$ cat config.mk
export PLATFORM = sky130hd
export DESIGN_NAME = saew_scale
export DESIGN_NICKNAME = d
export VERILOG_FILES = /design/src/design/solid_angle_energy_weight_macros.svh /design/src/design/saew_pkg.sv /design/src/design/saew_scale.sv
export SDC_FILE = /design/constraint.sdc
export NUM_CORES = 2
export LEC_CHECK = 0
export BUFFER_PORTS_ARGS = -buffer_cell sky130_fd_sc_hd__buf_4
export CORE_ASPECT_RATIO = 1.4
export CORE_UTILIZATION = 40
export CTS_CLUSTER_DIAMETER = 50
export DETAILED_ROUTE_END_ITERATION = 16
export HOLD_SLACK_MARGIN = 0.08
export SLEW_MARGIN = 20
export SYNTH_ARGS = -nofsm -noshare
export SYNTH_HDL_FRONTEND = slang
export SYNTH_SLANG_ARGS = --single-unit
$ cat constraint.sdc
create_clock -name clk -period 9.4 [get_ports clk]
set_input_delay 0 -clock clk [delete_from_list [all_inputs] [get_ports clk]]
set_output_delay 0 -clock clk [all_outputs]
set_load 0.01 [all_outputs]
$ cat src/design/solid_angle_energy_weight_macros.svh
// Assertion macros for the solid angle energy weight block.
// Included by the modules that carry concurrent checks; needs clk and rst_n in scope.
`ifndef SOLID_ANGLE_ENERGY_WEIGHT_MACROS_SVH
`define SOLID_ANGLE_ENERGY_WEIGHT_MACROS_SVH

// Plain property, sampled on clk, off while in reset
`define SAEW_ASSERT(label, prop, msg) \
  label: assert property (@(posedge clk) disable iff (!rst_n) (prop)) else $error(msg);

// Same-cycle implication
`define SAEW_ASSERT_IMP(label, ante, cons, msg) \
  label: assert property (@(posedge clk) disable iff (!rst_n) (ante) |-> (cons)) else $error(msg);

`endif

$ cat src/design/saew_pkg.sv
// Package for the solid angle energy weight block: widths, register codes,
// carried sideband types, the CORDIC arctangent table and a leading-one search.
`timescale 1ns / 1ps

package saew_pkg;

  localparam int LEN_W    = 20;          // lengths in micrometres
  localparam int EN_W     = 20;          // energy in electronvolts
  localparam int FR_W     = 16;          // fraction, Q0.16
  localparam int D_W      = LEN_W + 2;   // signed thickness -/+ 2*depth
  localparam int AD_W     = LEN_W + 1;   // |D|, always below 2^21
  localparam int Q_W      = 2 * AD_W + 1;
  localparam int V_W      = 62;          // normalized radicand
  localparam int S_W      = 31;          // square root
  localparam int REM_W    = S_W + 2;     // root remainder
  localparam int K_W      = 5;
  localparam int MN_W     = AD_W + S_W;  // vector components before normalizing
  localparam int MSB_W    = 6;
  localparam int NORM_POS = 49;          // leading one lands on this bit
  localparam int C_W      = MN_W + 2;    // CORDIC x/y, signed, with growth
  localparam int Z_W      = 33;          // CORDIC angle accumulator, signed
  localparam int STEPS    = 31;
  localparam int Z_FULL   = 30;          // angle unit: 2^30 is one half turn / 2
  localparam int CFG_IDX_W = 2;

  localparam logic [FR_W-1:0] FRAC_HALF  = FR_W'(1) << (FR_W - 1);
  localparam logic [EN_W-1:0] WEIGHT_MAX = EN_W'(1) << (EN_W - 1);

  typedef enum logic [CFG_IDX_W-1:0] {
    REG_PIXEL_X  = 2'd0,
    REG_PIXEL_Y  = 2'd1,
    REG_READ_OPP = 2'd2
  } cfg_reg_t;

  // Travels with every hit to the end of the pipe
  typedef struct packed {
    logic [EN_W-1:0] energy;
    logic            spec;       // result fixed by a special case
    logic [FR_W-1:0] spec_frac;
  } side_t;

  // Front end to root unit to scaler
  typedef struct packed {
    side_t            side;
    logic [AD_W-1:0]  ad;
    logic [MN_W-1:0]  nval;
  } carry_t;

  // round(atan(2^-i) * 2^31 / pi)
  function automatic logic [Z_W-1:0] atan_lut(input int idx);
    logic [31:0] t;
    case (idx)
      0:  t = 32'h20000000;
      1:  t = 32'h12E4051E;
      2:  t = 32'h09FB385B;
      3:  t = 32'h051111D4;
      4:  t = 32'h028B0D43;
      5:  t = 32'h0145D7E1;
      6:  t = 32'h00A2F61E;
      7:  t = 32'h00517C55;
      8:  t = 32'h0028BE53;
      9:  t = 32'h00145F2F;
      10: t = 32'h000A2F98;
      11: t = 32'h000517CC;
      12: t = 32'h00028BE6;
      13: t = 32'h000145F3;
      14: t = 32'h0000A2FA;
      15: t = 32'h0000517D;
      16: t = 32'h000028BE;
      17: t = 32'h0000145F;
      18: t = 32'h00000A30;
      19: t = 32'h00000518;
      20: t = 32'h0000028C;
      21: t = 32'h00000146;
      22: t = 32'h000000A3;
      23: t = 32'h00000051;
      24: t = 32'h00000029;
      25: t = 32'h00000014;
      26: t = 32'h0000000A;
      27: t = 32'h00000005;
      28: t = 32'h00000003;
      29: t = 32'h00000001;
      30: t = 32'h00000001;
      default: t = '0;
    endcase
    return Z_W'(t);
  endfunction

  // Position of the highest set bit, zero for an all-zero word
  function automatic logic [MSB_W-1:0] msb_pos(input logic [MN_W-1:0] v);
    logic [MSB_W-1:0] p;
    p = '0;
    for (int i = 0; i < MN_W; i++) begin
      if (v[i]) p = MSB_W'(i);
    end
    return p;
  endfunction

endpackage

$ cat src/design/saew_scale.sv
// Builds the CORDIC start vector M = |D|*S, N, and normalizes both together
// so the larger has its leading one at bit 49. Uses saew_pkg.
`timescale 1ns / 1ps

module saew_scale (
  input  logic                       clk,
  input  logic                       rst_n,
  input  logic                       en,
  input  logic                       in_valid,
  input  logic [saew_pkg::S_W-1:0]   in_root,
  input  saew_pkg::carry_t           in_carry,
  output logic                       out_valid,
  output logic [saew_pkg::MN_W-1:0]  out_x,
  output logic [saew_pkg::MN_W-1:0]  out_y,
  output saew_pkg::side_t            out_side
);

  // Stage A: M = |D| * S
  logic                        a_vld_r;
  logic [saew_pkg::MN_W-1:0]   a_m_r, a_n_r;
  saew_pkg::side_t             a_side_r;

  always_ff @(posedge clk) begin
    if (!rst_n) a_vld_r <= 1'b0;
    else if (en) a_vld_r <= in_valid;
  end

  always_ff @(posedge clk) begin
    if (en) begin
      a_m_r    <= in_carry.ad * in_root;
      a_n_r    <= in_carry.nval;
      a_side_r <= in_carry.side;
    end
  end

  // Stage B: leading one of the larger component
  logic [saew_pkg::MN_W-1:0] big;
  assign big = (a_m_r > a_n_r) ? a_m_r : a_n_r;

  logic                        b_vld_r;
  logic [saew_pkg::MN_W-1:0]   b_m_r, b_n_r;
  logic [saew_pkg::MSB_W-1:0]  b_p_r;
  saew_pkg::side_t             b_side_r;

  always_ff @(posedge clk) begin
    if (!rst_n) b_vld_r <= 1'b0;
    else if (en) b_vld_r <= a_vld_r;
  end

  always_ff @(posedge clk) begin
    if (en) begin
      b_m_r    <= a_m_r;
      b_n_r    <= a_n_r;
      b_p_r    <= saew_pkg::msb_pos(big);
      b_side_r <= a_side_r;
    end
  end

  // Stage C: common shift, right or left
  localparam logic [saew_pkg::MSB_W-1:0] NORM = saew_pkg::MSB_W'(saew_pkg::NORM_POS);
  logic                        down;
  logic [saew_pkg::MSB_W-1:0]  amt;

  assign down = (b_p_r >= NORM);
  assign amt  = down ? (b_p_r - NORM) : (NORM - b_p_r);

  logic                        c_vld_r;
  logic [saew_pkg::MN_W-1:0]   c_x_r, c_y_r;
  saew_pkg::side_t             c_side_r;

  always_ff @(posedge clk) begin
    if (!rst_n) c_vld_r <= 1'b0;
    else if (en) c_vld_r <= b_vld_r;
  end

  always_ff @(posedge clk) begin
    if (en) begin
      c_x_r    <= down ? (b_m_r >> amt) : (b_m_r << amt);
      c_y_r    <= down ? (b_n_r >> amt) : (b_n_r << amt);
      c_side_r <= b_side_r;
    end
  end

  assign out_valid = c_vld_r;
  assign out_x     = c_x_r;
  assign out_y     = c_y_r;
  assign out_side  = c_side_r;

endmodule

# Word level (Yosys, flattened, before mapping)

Index checks and enable logic that the tools add are counted.

Register bits after elaboration: 432

Add/sub/neg operators: 2
Multiply operators: 1
$lt $le $gt $ge: 2
Shift operators: 4
Muxes and demuxes: 54
Reduce and logical (&&, ||, !) cells: 3

Operator list:

| operator              | count |
|---|---|
| $mux W6               | 31 |
| $mux W52              | 3 |
| $shl A52 B6 Y52       | 2 |
| $shr A52 B6 Y52       | 2 |
| $mux W5               | 16 |
| $gt A52 B52 Y1        | 1 |
| $mul A21 B31 Y52      | 1 |
| $reduce_or A20 Y1     | 1 |
| $ge A6 B6 Y1 const B  | 1 |
| $sub A6 B6 Y6 const A | 1 |
| $sub A6 B6 Y6 const B | 1 |
| $mux W2               | 2 |
| $reduce_or A4 Y1      | 1 |
| $mux W1               | 2 |
| $reduce_or A2 Y1      | 1 |

# Depth between registers and ports, before layout

Depth after elaboration: 52
Mapped depth: 26
Depth with buffers taken out: 25

# Least setup slack after synthesis

No wires, ideal clock.

Path type: input to register
Start point: input port in_carry[58] (netlist bit)
End point: register a_m_r[47] (netlist bit) (data pin)
Data arrival time: 6579 ps
Path slack: 2547 ps
Cell stages on the path: 25
Cells stage by stage: clkbuf_1 > nand2_1 > fa_1 > inv_1 > fa_1 > inv_1 > fa_1 > inv_1 > fa_1 > inv_1 > fa_1 > inv_1 > fa_1 > fa_1 > ha_1 > o21a_1 > o2111a_1 > or3_1 > o311ai_2 > a211oi_1 > a2111oi_4 > o21ai_1 > o41a_1 > mux2i_1 > o2111ai_1

Cells in the longest elaborated chain, start to end: 1

RTL lines:

| what                 | RTL line         | text |
|---|---|---|
| start, declared      | saew_scale.sv:11 | `input saew_pkg::carry_t in_carry,` |
| $mul A21 B31 Y52     | saew_scale.sv:30 | `a_m_r <= in_carry.ad * in_root;` |
| end signal, assigned | saew_scale.sv:30 |  |
| end, declared        | saew_scale.sv:20 | `logic [saew_pkg::MN_W-1:0] a_m_r, a_n_r;` |

Every way passes these cells.
A chain may end at the register's enable or synchronous reset.

# Worst setup path after layout

Start point: input port in_root[1] (netlist bit)
End point: register a_m_r[47] (netlist bit) (data pin)

Cells in the longest elaborated chain, start to end: 1

RTL lines:

| what             | RTL line         | text |
|---|---|---|
| start, declared  | saew_scale.sv:10 | `input logic [saew_pkg::S_W-1:0] in_root,` |
| $mul A21 B31 Y52 | saew_scale.sv:30 |  |

Every way passes these cells.

==> summary.txt <==
Placed design
  – GP Congestion: 1.027
  – Placed cells: 5977
  – Hpwl dp: 121.4 mm
  – I/O Buffers: 286

Clock tree
  – Post-CTS sizing: 0
  – # H-tree levels: 2
  – CTS tree: done
  – Inserted Clock Buffers: 45
  – Clock Tree Root: clkbuf_16
  – Total setup buffers inserted after CTS: 0
  – Hold buffers post-CTS: 97
  – CTS Buffer Depth: 3
  – CTS Sinks: 432
  – Clk_lat worst skew: 0.60 ns
  – Reg clk slew, reported paths: 0.06 ns

Setup path
  – Bufs and invs on worst path: 6
  – Setup slack, reg-to-reg: 2.56 ns
  – Arrival @ worst endpoint: 7.70 ns
  – Number of cells on the critical path: 25
  – Worst r2r src: b_p_r[0]
  – RR Endpoint: out_y[17]
  – CP startpoint: in_root[1]
  – Top cell by count, worst path: fa_1
  – CP Max Fanout: 21
  – Setup CP Type: in2reg
  – Worst Reg-to-Reg Cells: 13
  – Worst Setup End Kind: flop
  – Critical path's top delay family: adder cells
  – Worst path max stage delay: 0.60 ns
  – Type of origin of the critical path: input pin
  – WP data required: 9.73 ns
  – Crit-path slowest cell: a2111oi_1

STA
  – Fmax: 135.8 MHz
  – Slew @ Worst Pin: 1.165 ns
  – RSZ-0062 raised after global routing: false
  – Fin crit period: 7.366 ns
  – Fin. Hold Viols: 0
  – Rel. slew slack: 20.10%
  – Tcrit/Tclk final: 78.36%
  – Max-slew violations: 0
  – Max Clock Skew: 0.01914 ns
  – # setup viols final: 0
  – Setup total negative slack: 0 ns

Synthesis
  – Syn_area_per_cell: 10.64 µm²
  – Post-synth top cells: inv_1, fa_1, nand2_1, edfxtp_1, nor2_1
  – Syn Std Cell Area: 47250 µm²
  – FF+latch count, synth: 432
  – Post-Synthesis Cells: 4442
  – Post-synth EDFFs: 429
  – Area share of the largest cell type after synthesis: 27.27%
  – Fraction of registers with async set/reset: 0%
  – Synth cell types: 78
  – Yosys Warn Count: 0
  – Largest area contributor in the netlist: edfxtp_1
  – Sequential area share after synthesis: 27.39%
  – Synth area leaders: edfxtp_1, fa_1, mux4_2, ha_1, mux2i_1
  – Main synth FF type: edfxtp_1
  – Syn nets: 5352
  – Most numerous cell in the Yosys netlist: inv_1

GRT
  – Total gr overflow: 0
  – First-pass GRT wire length: 232.8 mm
  – Number of global-route vias before repair: 36181
  – Initial antenna violation count: 5
  – GR Util All Layers: 25.99%
  – Pin count of the biggest net entering global routing: 135

Die
  – Die ar.: 119500 µm²
  – Die width: 292.5 µm
  – Num rows: 148
  – Top Ports: 287
  – Starting Density: 40.50%
  – Core Area: 116700 µm²
  – Die height: 408.6 µm

Worst hold path
  – Worst hold start: in_carry[91]
  – Min-Delay Endpoint: a_side_r[18]
  – Hold Path Depth: 2
  – Min-delay worst type: in2reg

Drt
  – Post-route ant nets: 0
  – Detailed Route WL: 156.0 mm
  – DRT Pass-1 Iters: 8
  – Vias: 35426
  – Routed WL per cell: 25.33 µm
  – Detailed-route DRC error count: 0
  – Iter 0 DRT Violations: 3045
  – Vias per inst: 5.752

Cells and area
  – Number of fill cells: 11041
  – Share of cells above drive strength 1: 13.36%
  – Non-Filler Instances: 6159
  – Synth-to-layout area growth: 12.15%
  – Final nets: 5531

Outcome
  – Status: finished, final reports clean

Flow run
  – Maxcap violations: 0
-- stage by stage --
stage               util, %  setup slack [ns]  hold slack [ns]  cell area, µm²
detailed placement    43.22             1.629           0.1795           50420
floorplan                 -             2.547          0.09887           47250
finish                45.42             2.034           0.1156           52980
CTS                   45.41             1.997          0.08017           52980
global route          45.41             1.617          0.09775           52980
global placement      43.22             1.679           0.1785           50420
-- flip-flops by register name, summed over array words and instances (netlist names) --
name,count
b_vld_r,1
b_m_r,52
a_side_r,37
a_m_r,52
b_side_r,37
b_n_r,52
a_vld_r,1
b_p_r,6
out_x,52
a_n_r,52
out_side,37
out_y,52
out_valid,1
-- cell type report --
class / instances / area (µm²) / area share (%)
Tap cell: 1500 / 1877 / 3.542
Sequential cell: 432 / 12940 / 24.43
Clock buffer: 50 / 1145 / 2.161
Inverter: 577 / 2166 / 4.088
Timing Repair Buffer: 416 / 3411 / 6.437
Antenna cell: 2 / 5.005 / 0.009446
Clock inverter: 33 / 439.2 / 0.8289
Multi-Input combinational cell: 3149 / 31000 / 58.51
-- how the worst max path moves through the flow --
stage               slack [ns]         to
floorplan                 2.55  a_m_r[47]
global placement          1.68  a_m_r[47]
detailed placement        1.63  a_m_r[47]
CTS                       2.00  a_m_r[47]
global route              1.62  a_m_r[47]
finish                    2.03  a_m_r[47]
-- worst reg2reg max path, delay by kind of cell, from the launching register on --
family | cells | cell delay (ns)
buffers and inverters | 4 | 1.84
AND/OR/NAND/NOR | 1 | 0.39
AO/OA/AOI/OAI | 3 | 0.96
flip-flops | 1 | 0.37
multiplexers | 4 | 2.58
adder cells (fa/ha/maj) | 1 | 0.35
-- kinds of logic after synthesis --
family	share of synthesized area (%)
AOI/OAI and AO/OA	7.868
xor gates and xnor gates	0.9428
adders and majority gates	28.97
buffers and inverters	7.153
DFF	27.39
muxes	15.15
and+or+nand+nor	12.52
-- metal layers --
metal  track usage (%)  vias to the layer above  wire, µm
li1                  -                    15571         -
met1             31.70                    17961     59290
met2             44.68                     1554     77570
met3             3.327                      332      9555
met4             13.79                        8      9566
met5                 0                        -        46
-- cell usage in the layout, fill, tap and decap left out, types with 10 or more instances in the layout --
cell / count
a22oi_1: 47
a221oi_1: 12
mux4_2: 192
mux2i_1: 267
a31oi_1: 11
xnor2_1: 35
dlygate4sd3_1: 97
or3_1: 45
buf_4: 315
clkbuf_16: 45
and2_1: 224
edfxtp_1: 429
o221ai_1: 16
a21o_1: 21
a211oi_1: 19
inv_1: 575
nor4_1: 15
nand2b_1: 13
ha_1: 217
mux2_2: 11
a21oi_1: 123
nor2_1: 318
o21a_1: 14
o21ai_0: 112
a311oi_1: 12
xor2_1: 13
fa_1: 548
o211ai_1: 56
nand2_1: 547
nor3_1: 53
nor2b_1: 11
nand3_1: 32
nand4_1: 21
o31ai_1: 16
o21ai_1: 10
Power is not shown: default switching activity piles up to over one toggle a cycle in this logic, so the estimate is an artifact.
