==> src/design/solid_angle_energy_weight_macros.svh <==
// Assertion macros for the solid angle energy weight block.
// Included by the modules that carry concurrent checks; needs clk and rst_n in scope.
`ifndef SOLID_ANGLE_ENERGY_WEIGHT_MACROS_SVH
`define SOLID_ANGLE_ENERGY_WEIGHT_MACROS_SVH

// Plain property, sampled on clk, off while in reset
`define SAEW_ASSERT(label, prop, msg) \
  label: assert property (@(posedge clk) disable iff (!rst_n) (prop)) else $error(msg);

// Same-cycle implication
`define SAEW_ASSERT_IMP(label, ante, cons, msg) \
  label: assert property (@(posedge clk) disable iff (!rst_n) (ante) |-> (cons)) else $error(msg);

`endif

==> src/design/saew_pkg.sv <==
// Package for the solid angle energy weight block: widths, register codes,
// carried sideband types, the CORDIC arctangent table and a leading-one search.
`timescale 1ns / 1ps

package saew_pkg;

  localparam int LEN_W    = 20;          // lengths in micrometres
  localparam int EN_W     = 20;          // energy in electronvolts
  localparam int FR_W     = 16;          // fraction, Q0.16
  localparam int D_W      = LEN_W + 2;   // signed thickness -/+ 2*depth
  localparam int AD_W     = LEN_W + 1;   // |D|, always below 2^21
  localparam int Q_W      = 2 * AD_W + 1;
  localparam int V_W      = 62;          // normalized radicand
  localparam int S_W      = 31;          // square root
  localparam int REM_W    = S_W + 2;     // root remainder
  localparam int K_W      = 5;
  localparam int MN_W     = AD_W + S_W;  // vector components before normalizing
  localparam int MSB_W    = 6;
  localparam int NORM_POS = 49;          // leading one lands on this bit
  localparam int C_W      = MN_W + 2;    // CORDIC x/y, signed, with growth
  localparam int Z_W      = 33;          // CORDIC angle accumulator, signed
  localparam int STEPS    = 31;
  localparam int Z_FULL   = 30;          // angle unit: 2^30 is one half turn / 2
  localparam int CFG_IDX_W = 2;

  localparam logic [FR_W-1:0] FRAC_HALF  = FR_W'(1) << (FR_W - 1);
  localparam logic [EN_W-1:0] WEIGHT_MAX = EN_W'(1) << (EN_W - 1);

  typedef enum logic [CFG_IDX_W-1:0] {
    REG_PIXEL_X  = 2'd0,
    REG_PIXEL_Y  = 2'd1,
    REG_READ_OPP = 2'd2
  } cfg_reg_t;

  // Travels with every hit to the end of the pipe
  typedef struct packed {
    logic [EN_W-1:0] energy;
    logic            spec;       // result fixed by a special case
    logic [FR_W-1:0] spec_frac;
  } side_t;

  // Front end to root unit to scaler
  typedef struct packed {
    side_t            side;
    logic [AD_W-1:0]  ad;
    logic [MN_W-1:0]  nval;
  } carry_t;

  // round(atan(2^-i) * 2^31 / pi)
  function automatic logic [Z_W-1:0] atan_lut(input int idx);
    logic [31:0] t;
    case (idx)
      0:  t = 32'h20000000;
      1:  t = 32'h12E4051E;
      2:  t = 32'h09FB385B;
      3:  t = 32'h051111D4;
      4:  t = 32'h028B0D43;
      5:  t = 32'h0145D7E1;
      6:  t = 32'h00A2F61E;
      7:  t = 32'h00517C55;
      8:  t = 32'h0028BE53;
      9:  t = 32'h00145F2F;
      10: t = 32'h000A2F98;
      11: t = 32'h000517CC;
      12: t = 32'h00028BE6;
      13: t = 32'h000145F3;
      14: t = 32'h0000A2FA;
      15: t = 32'h0000517D;
      16: t = 32'h000028BE;
      17: t = 32'h0000145F;
      18: t = 32'h00000A30;
      19: t = 32'h00000518;
      20: t = 32'h0000028C;
      21: t = 32'h00000146;
      22: t = 32'h000000A3;
      23: t = 32'h00000051;
      24: t = 32'h00000029;
      25: t = 32'h00000014;
      26: t = 32'h0000000A;
      27: t = 32'h00000005;
      28: t = 32'h00000003;
      29: t = 32'h00000001;
      30: t = 32'h00000001;
      default: t = '0;
    endcase
    return Z_W'(t);
  endfunction

  // Position of the highest set bit, zero for an all-zero word
  function automatic logic [MSB_W-1:0] msb_pos(input logic [MN_W-1:0] v);
    logic [MSB_W-1:0] p;
    p = '0;
    for (int i = 0; i < MN_W; i++) begin
      if (v[i]) p = MSB_W'(i);
    end
    return p;
  endfunction

endpackage

==> src/design/saew_front.sv <==
// Front end: distance to the readout face, special cases, squares, radicand
// and its even normalizing shift. Uses saew_pkg.
`timescale 1ns / 1ps

module saew_front (
  input  logic                         clk,
  input  logic                         rst_n,
  input  logic                         en,
  input  logic                         in_valid,
  input  logic [saew_pkg::EN_W-1:0]    energy,
  input  logic signed [saew_pkg::LEN_W-1:0] depth,
  input  logic [saew_pkg::LEN_W-1:0]   thick,
  input  logic [saew_pkg::LEN_W-1:0]   size_x,
  input  logic [saew_pkg::LEN_W-1:0]   size_y,
  input  logic                         opp,
  output logic                         out_valid,
  output logic [saew_pkg::V_W-1:0]     out_v,
  output saew_pkg::carry_t             out_carry
);

  // Stage 1: signed distance, its magnitude, special cases
  logic signed [saew_pkg::D_W-1:0] thick_s, dep2_s, d_s;
  logic [saew_pkg::D_W-1:0]        d_abs;
  saew_pkg::side_t                 side1_nxt;

  assign thick_s = {2'b00, thick};
  assign dep2_s  = {depth[saew_pkg::LEN_W-1], depth, 1'b0};
  assign d_s     = opp ? (thick_s + dep2_s) : (thick_s - dep2_s);
  assign d_abs   = d_s[saew_pkg::D_W-1] ? (~d_s + 1'b1) : d_s;

  always_comb begin
    side1_nxt.energy    = energy;
    side1_nxt.spec      = 1'b0;
    side1_nxt.spec_frac = '0;
    if (d_s == '0) begin
      // hit on the readout face
      side1_nxt.spec      = 1'b1;
      side1_nxt.spec_frac = saew_pkg::FRAC_HALF;
    end else if (size_x == '0 || size_y == '0) begin
      side1_nxt.spec = 1'b1;
    end
  end

  logic                        s1_vld_r;
  logic [saew_pkg::AD_W-1:0]   s1_ad_r;
  saew_pkg::side_t             s1_side_r;

  always_ff @(posedge clk) begin
    if (!rst_n) s1_vld_r <= 1'b0;
    else if (en) s1_vld_r <= in_valid;
  end

  always_ff @(posedge clk) begin
    if (en) begin
      s1_ad_r   <= d_abs[saew_pkg::AD_W-1:0];
      s1_side_r <= side1_nxt;
    end
  end

  // Stage 2: the four products
  logic                          s2_vld_r;
  logic [2*saew_pkg::AD_W-1:0]   s2_dd_r;
  logic [2*saew_pkg::LEN_W-1:0]  s2_xx_r, s2_yy_r, s2_xy_r;
  logic [saew_pkg::AD_W-1:0]     s2_ad_r;
  saew_pkg::side_t               s2_side_r;

  always_ff @(posedge clk) begin
    if (!rst_n) s2_vld_r <= 1'b0;
    else if (en) s2_vld_r <= s1_vld_r;
  end

  always_ff @(posedge clk) begin
    if (en) begin
      s2_dd_r   <= s1_ad_r * s1_ad_r;
      s2_xx_r   <= size_x * size_x;
      s2_yy_r   <= size_y * size_y;
      s2_xy_r   <= size_x * size_y;
      s2_ad_r   <= s1_ad_r;
      s2_side_r <= s1_side_r;
    end
  end

  // Stage 3: Q = D^2 + X^2 + Y^2
  logic                          s3_vld_r;
  logic [saew_pkg::Q_W-1:0]      s3_q_r;
  logic [2*saew_pkg::LEN_W-1:0]  s3_xy_r;
  logic [saew_pkg::AD_W-1:0]     s3_ad_r;
  saew_pkg::side_t               s3_side_r;

  always_ff @(posedge clk) begin
    if (!rst_n) s3_vld_r <= 1'b0;
    else if (en) s3_vld_r <= s2_vld_r;
  end

  always_ff @(posedge clk) begin
    if (en) begin
      s3_q_r    <= saew_pkg::Q_W'(s2_dd_r) + saew_pkg::Q_W'(s2_xx_r)
                 + saew_pkg::Q_W'(s2_yy_r);
      s3_xy_r   <= s2_xy_r;
      s3_ad_r   <= s2_ad_r;
      s3_side_r <= s2_side_r;
    end
  end

  // Stage 4: k = smallest shift that puts Q*4^k at or above 2^60
  logic [saew_pkg::MSB_W-1:0] q_msb;
  logic [saew_pkg::MSB_W:0]   k_twice;

  assign q_msb   = saew_pkg::msb_pos(saew_pkg::MN_W'(s3_q_r));
  assign k_twice = (saew_pkg::MSB_W+1)'(61) - {1'b0, q_msb};

  logic                          s4_vld_r;
  logic [saew_pkg::Q_W-1:0]      s4_q_r;
  logic [saew_pkg::K_W-1:0]      s4_k_r;
  logic [2*saew_pkg::LEN_W-1:0]  s4_xy_r;
  logic [saew_pkg::AD_W-1:0]     s4_ad_r;
  saew_pkg::side_t               s4_side_r;

  always_ff @(posedge clk) begin
    if (!rst_n) s4_vld_r <= 1'b0;
    else if (en) s4_vld_r <= s3_vld_r;
  end

  always_ff @(posedge clk) begin
    if (en) begin
      s4_q_r    <= s3_q_r;
      s4_k_r    <= k_twice[saew_pkg::K_W:1];
      s4_xy_r   <= s3_xy_r;
      s4_ad_r   <= s3_ad_r;
      s4_side_r <= s3_side_r;
    end
  end

  // Stage 5: radicand Q*4^k and N = X*Y*2^k
  logic                        s5_vld_r;
  logic [saew_pkg::V_W-1:0]    s5_v_r;
  saew_pkg::carry_t            s5_carry_r;

  always_ff @(posedge clk) begin
    if (!rst_n) s5_vld_r <= 1'b0;
    else if (en) s5_vld_r <= s4_vld_r;
  end

  always_ff @(posedge clk) begin
    if (en) begin
      s5_v_r          <= saew_pkg::V_W'(s4_q_r) << {s4_k_r, 1'b0};
      s5_carry_r.nval <= saew_pkg::MN_W'(s4_xy_r) << s4_k_r;
      s5_carry_r.ad   <= s4_ad_r;
      s5_carry_r.side <= s4_side_r;
    end
  end

  assign out_valid = s5_vld_r;
  assign out_v     = s5_v_r;
  assign out_carry = s5_carry_r;

endmodule

==> config.mk <==
export PLATFORM = sky130hd
export DESIGN_NAME = saew_front
export DESIGN_NICKNAME = d
export VERILOG_FILES = /design/src/design/solid_angle_energy_weight_macros.svh /design/src/design/saew_pkg.sv /design/src/design/saew_front.sv
export SDC_FILE = /design/constraint.sdc
export NUM_CORES = 2
export LEC_CHECK = 0
export ABC_AREA = 0
export BUFFER_PORTS_ARGS = -buffer_cell sky130_fd_sc_hd__buf_2
export CAP_MARGIN = 20
export CORE_AREA = 2 2 452 319
export CTS_CLUSTER_SIZE = 14
export DETAILED_ROUTE_END_ITERATION = 16
export DIE_AREA = 0 0 454 321
export PLACE_DENSITY_LB_ADDON = 0.12
export SLEW_MARGIN = 20
export SYNTH_ARGS = -nofsm -noshare
export SYNTH_HDL_FRONTEND = slang
export SYNTH_SLANG_ARGS = --single-unit
==> constraint.sdc <==
create_clock -name clk -period 9.27 [get_ports clk]
set_input_delay 0.927 -clock clk [delete_from_list [all_inputs] [get_ports clk]]
set_output_delay 0.927 -clock clk [all_outputs]
set_load 0.02 [all_outputs]
# Yosys cells after proc, flatten, opt, wreduce, memory -nomap -nowiden
# Index checks and enable logic that the tools add are counted.
[totals]
regBits = 742
wordCells = 99
mem_bits_rw = 0
input_bits = 105
latchBits = 0
memories = 0
mem_bits_ro = 0
[op_classes]
mul = 4
n_reduce_logical = 4
eq_ne = 0
add_sub_neg = 6
n_mux = 46
n_shift = 2
n_div = 0
magnitude_cmp = 0
n_bitwise = 1
[op_table]
columns = ["op", "count"]
rows = [
  ["6-bit two-way mux", 41],
  ["20-bit by 20-bit multiplier with 40-bit output", 3],
  ["43-bit by 6-bit left shift with 62-bit output", 1],
  ["40-bit by 5-bit left shift with 52-bit output", 1],
  ["42-bit by 40-bit adder with 43-bit output", 1],
  ["43-bit by 40-bit adder with 43-bit output", 1],
  ["21-bit by 21-bit multiplier with 42-bit output", 1],
  ["20-bit zero test", 2],
  ["21-bit by 21-bit adder with 22-bit output", 1],
  ["22-bit zero test", 1],
  ["22-bit two-way mux", 1],
  ["21-bit by 21-bit subtractor with 22-bit output", 1],
  ["21-bit by 1-bit adder with 21-bit output (second input constant)", 1],
  ["21-bit two-way mux", 1],
  ["21-bit inverter", 1],
  ["16-bit two-way mux", 1],
  ["6-bit subtractor (first input constant)", 1],
  ["1-bit two-way mux", 2],
  ["1-bit logical OR", 1],
]

# Logic depth before layout (Yosys ltp)
[logic_depth]
ltp_word = 43
ltp_mapped = 29

# Least setup slack after synthesis
# No wires, ideal clock.
[synth_path]
path_type = "input -> register"
startpoint = "in size_y[8] in the netlist's numbering"
endpoint = "reg s2_xy_r[39] in the netlist's numbering (data pin)"
t_required_ns = 9.010
t_arrival_ns = 7.345
setup_slack_ns = 1.666
n_path_buf = 2
stages = 26
cell_sequence = "clkbuf_1 -> clkbuf_1 -> nand2_1 -> fa_1 -> inv_1 -> fa_1 -> inv_1 -> fa_1 -> inv_1 -> fa_1 -> inv_1 -> fa_1 -> inv_1 -> fa_1 -> fa_1 -> ha_1 -> a21oi_1 -> o21ai_1 -> or2_0 -> or3_1 -> a31oi_1 -> o311a_1 -> nor3_1 -> or3_1 -> a21oi_1 -> xnor2_1"
[synth_between]
elab_chain_len = 1
[synth_rtl]
columns = ["item", "line_no", "text"]
rows = [
  ["start: declaration", "saew_front.sv:14", "input logic [saew_pkg::LEN_W-1:0] size_y,"],
  ["20-bit by 20-bit multiplier with 40-bit output", "saew_front.sv:77", "s2_xy_r <= size_x * size_y;"],
  ["end signal: assignment", "saew_front.sv:77", ""],
  ["end: declaration", "saew_front.sv:63", "logic [2*saew_pkg::LEN_W-1:0] s2_xx_r, s2_yy_r, s2_xy_r;"],
]
# No other way between the ends.
# A chain may end at the register's enable or synchronous reset.

# Worst setup path in the final report
[layout_path]
startpoint = "reg s1_ad_r[11] in the netlist's numbering"
endpoint = "reg s2_dd_r[41] in the netlist's numbering (data pin)"
[layout_between]
elab_chain_len = 1
[layout_rtl]
columns = ["item", "line_no", "text"]
rows = [
  ["start: declaration", "saew_front.sv:45", "logic [saew_pkg::AD_W-1:0] s1_ad_r;"],
  ["start signal: assignment", "saew_front.sv:55", "s1_ad_r <= d_abs[saew_pkg::AD_W-1:0];"],
  ["21-bit by 21-bit multiplier with 42-bit output", "saew_front.sv:74", "s2_dd_r <= s1_ad_r * s1_ad_r;"],
  ["end signal: assignment", "saew_front.sv:74", ""],
  ["end: declaration", "saew_front.sv:62", "logic [2*saew_pkg::AD_W-1:0] s2_dd_r;"],
]
# No other way between the ends.

==> impl_metrics.ini <==
[outcome]
status = complete, no violations

[sta]
hold_viol = 0
drv_slew = 0
min_period_ns = 8.05
fmax_mhz = 124
setup_viol = 0
max_slew_margin_pct = 18.3
tightestPinTransition_ns = 1.23
finClkSkew_ns = 0.0383
rsz0062_at_grt = false
fin_tns_setup_ns = 0
post-route-period-util_pct = 86.8

[worst_hold_path]
hold_start = s4_side_r[15]$_DFFE_PP_
hold_class = flop to flop

[worst_setup_path]
cpMostUsedCell = fa_1
crit_start = s1_ad_r[11]$_DFFE_PP_
critPathKind = flop to flop
timing.rr.start = s1_ad_r[11]$_DFFE_PP_
crit_path_max_fanout = 22
critPathLaunchType = flop
critical-path-max-stage-delay_ns = 1.16
path_cells = nand2_1 -> fa_1 -> inv_1 -> fa_1 -> inv_1 -> fa_1 -> inv_1 -> fa_1 -> inv_1 -> fa_1 -> inv_1 -> fa_1 -> fa_1 -> ha_1 -> and2_1 -> nor2_1 -> o21ai_0 -> a21o_1 -> a41o_1 -> and3_1 -> a221oi_1 -> o21ai_0 -> a21oi_1 -> xnor2_1
critPathCaptureType = flop
required_ns = 9.69
cp.arrival_ns = 8.48
crit_slowest_cell = edfxtp_1

[clocking]
tritoncts = built
ctsLongestPathBuffers = 3
cts_setup_buffers = 0
clkSinkCount = 663
htree_levels = 3
numCtsBuffers = 71
root_buffer = clkbuf_16
cts_hold_buf = 0
clkTransAtPathRegs_ns = 0.06
insertion_delay_ns = 0.68
cts_resized = 0

[yosys]
ys_ff_latch = 663
async_reset_ff_share_pct = 0
synthCells = 7415
synth_edf_count = 658
ys_seq_area_share_pct = 25.6
synth_area_um2 = 77500
synth.avg_cell_area_um2 = 10.4
ys.flop_type = edfxtp_1
yosys_warnings = 0
synthDistinctLibCells = 80

[flow_run]
drv_cap = 0

[global_route]
grt_start_max_net_pins = 166
grtUsageTotal_pct = 26.7
grt_overflow = 0
grt_pass1_vias = 53700
grt_pass1_wl_um = 302000
antenna_found_initial = 14

[drt]
ant_nets = 0
drc = 0
drt-wirelength-per-cell_um = 19.6
dr.first_iter.drc_count = 4651
vias = 52100
drtPass1Iterations = 6
vias_per_cell = 5.47
drt-total-wl_um = 187000

[cells_and_area]
nets = 9575
multi_input_area_um2 = 50800
final_design_area_no_fill_um2 = 83300
seqCellArea_um2 = 19900
area_delta_synth_final_pct = 7.49
drive_above_1_share_pct = 7.62
n_fill_cell = 12100

[floorplanning]
die_x_um = 454
boundaryPins = 278
start_util_pct = 54.6
die-area_um2 = 146000
die_y_um = 321
row_count = 116
core_area_um2 = 142000

[placed_design]
dpl.hpwl_um = 151000
gp_congestion = 0.914
port_buffers = 262
post_dp_cell_area_um2 = 80900
## registers in the layout, summed over array words and instances (netlist names), 5 cells and up
register,cells
s4_ad_r,21
s3_q_r,43
s4_xy_r,40
out_carry,95
s4_q_r,43
s4_k_r,5
s1_ad_r,21
s2_xx_r,39
out_v,62
s3_side_r,22
s3_xy_r,40
s1_side_r,22
s2_dd_r,41
s2_xy_r,40
s2_side_r,22
s4_side_r,22
s3_ad_r,21
s2_ad_r,20
s2_yy_r,39
## area by class of cell
type	count	area share (%)
Inverter	1513	6.82
Sequential cell	663	23.9
Antenna cell	3	0.00902
Multi-Input combinational cell	4956	61.0
Tap cell	1888	2.84
Clock buffer	88	2.25
Timing Repair Buffer	376	2.67
Clock inverter	42	0.555
## layout by cell type (no fill, tap or decap), drive strengths merged, types with 26 or more instances in the layout
cell type	count
o21ai	171
nor2	372
inv	1512
clkbuf	88
nor4	26
fa	1229
clkinv	35
xor2	88
mux2	32
o21a	35
nand3	39
and3	29
buf	376
a31oi	26
o21bai	29
ha	660
mux4	36
nand2	787
edfxtp	658
mux2i	84
nand2b	34
a21oi	255
a211oi	42
a21o	97
nor3	38
and2	385
nor2b	51
xnor2	161
## kinds of logic after synthesis
family	count (synthesis)	synth area share (%)
DFF	663	25.6
AOI/OAI and AO/OA	821	6.70
and+or+nand+nor	1830	11.0
muxes	152	2.60
xor gates and xnor gates	249	2.82
other	1	0.00484
buffers and inverters	1810	8.85
adders and majority gates	1889	42.4
## stage by stage
step / utilization, % / worst slack, ns / hold WS (ns) / instances
global placement: 57.1 / 0.769 / 0.400 / 9395
floorplan: - / 1.67 / 0.400 / 7429
global route: 58.7 / 0.965 / 0.379 / 9529
finish: 58.7 / 1.22 / 0.411 / 9529
CTS: 58.7 / 1.38 / 0.370 / 9525
detailed placement: 57.1 / 0.675 / 0.405 / 9395
## Yosys cell counts (6+ instances only)
cell	number	area, um2
nor2_1	372	1400
o21bai_1	29	218
xor2_1	88	771
ha_1	660	8260
o2111ai_1	6	52.6
a211oi_1	42	315
nor2b_1	51	319
a21oi_1	255	1280
mux2i_1	84	841
o211ai_1	22	165
inv_1	1499	5630
buf_4	15	113
nor4_1	26	163
and2_1	384	2400
clkinv_1	7	26.3
o21ai_0	166	831
and3_1	29	181
o21a_1	35	263
a221oi_1	10	87.6
buf_1	28	105
nand4_1	18	113
nand3_1	39	195
nor3_1	38	190
o31ai_1	15	113
o22ai_1	23	144
a31o_2	6	52.6
mux2_2	32	360
a31oi_1	26	163
mux4_2	36	811
fa_1	1229	24600
edfxtp_1	658	19800
or3_1	12	75.1
or2_2	17	106
nand2b_1	34	213
and4_1	6	52.6
xnor2_1	161	1410
a22oi_1	9	67.6
a21boi_0	11	82.6
clkbuf_1	252	946
a21o_1	97	728
nand2_1	787	2950
inv_2	7	26.3
## worst max-delay path: cells and delay by family, from the launching register on
kind / cells / cell delay, ns
fa+ha+maj: 8 / 3.82
compound gates: 6 / 1.67
flops: 1 / 1.16
simple gates: 4 / 0.77
buf+inv: 5 / 0.27
xor+xnor: 1 / 0.09
## path summary, 6_finish.rpt
kind | to | slack (ns) | cells past startpoint
max | s2_dd_r[41]$_DFFE_PP_ | 1.22 | 24
min | out_carry[88]$_DFFE_PP_ | 0.41 | 0
max reg2reg | s2_dd_r[41]$_DFFE_PP_ | 1.22 | 24
min reg2reg | out_carry[88]$_DFFE_PP_ | 0.41 | 0
## layer usage
layer  GRT usage, %  wire (um)
met1           42.1      88200
met2           38.0      78200
met3           5.94      17600
met4           5.01       3090
met5              0         27
Power is not shown: default switching activity piles up to over one toggle a cycle in this logic, so the estimate is an artifact.
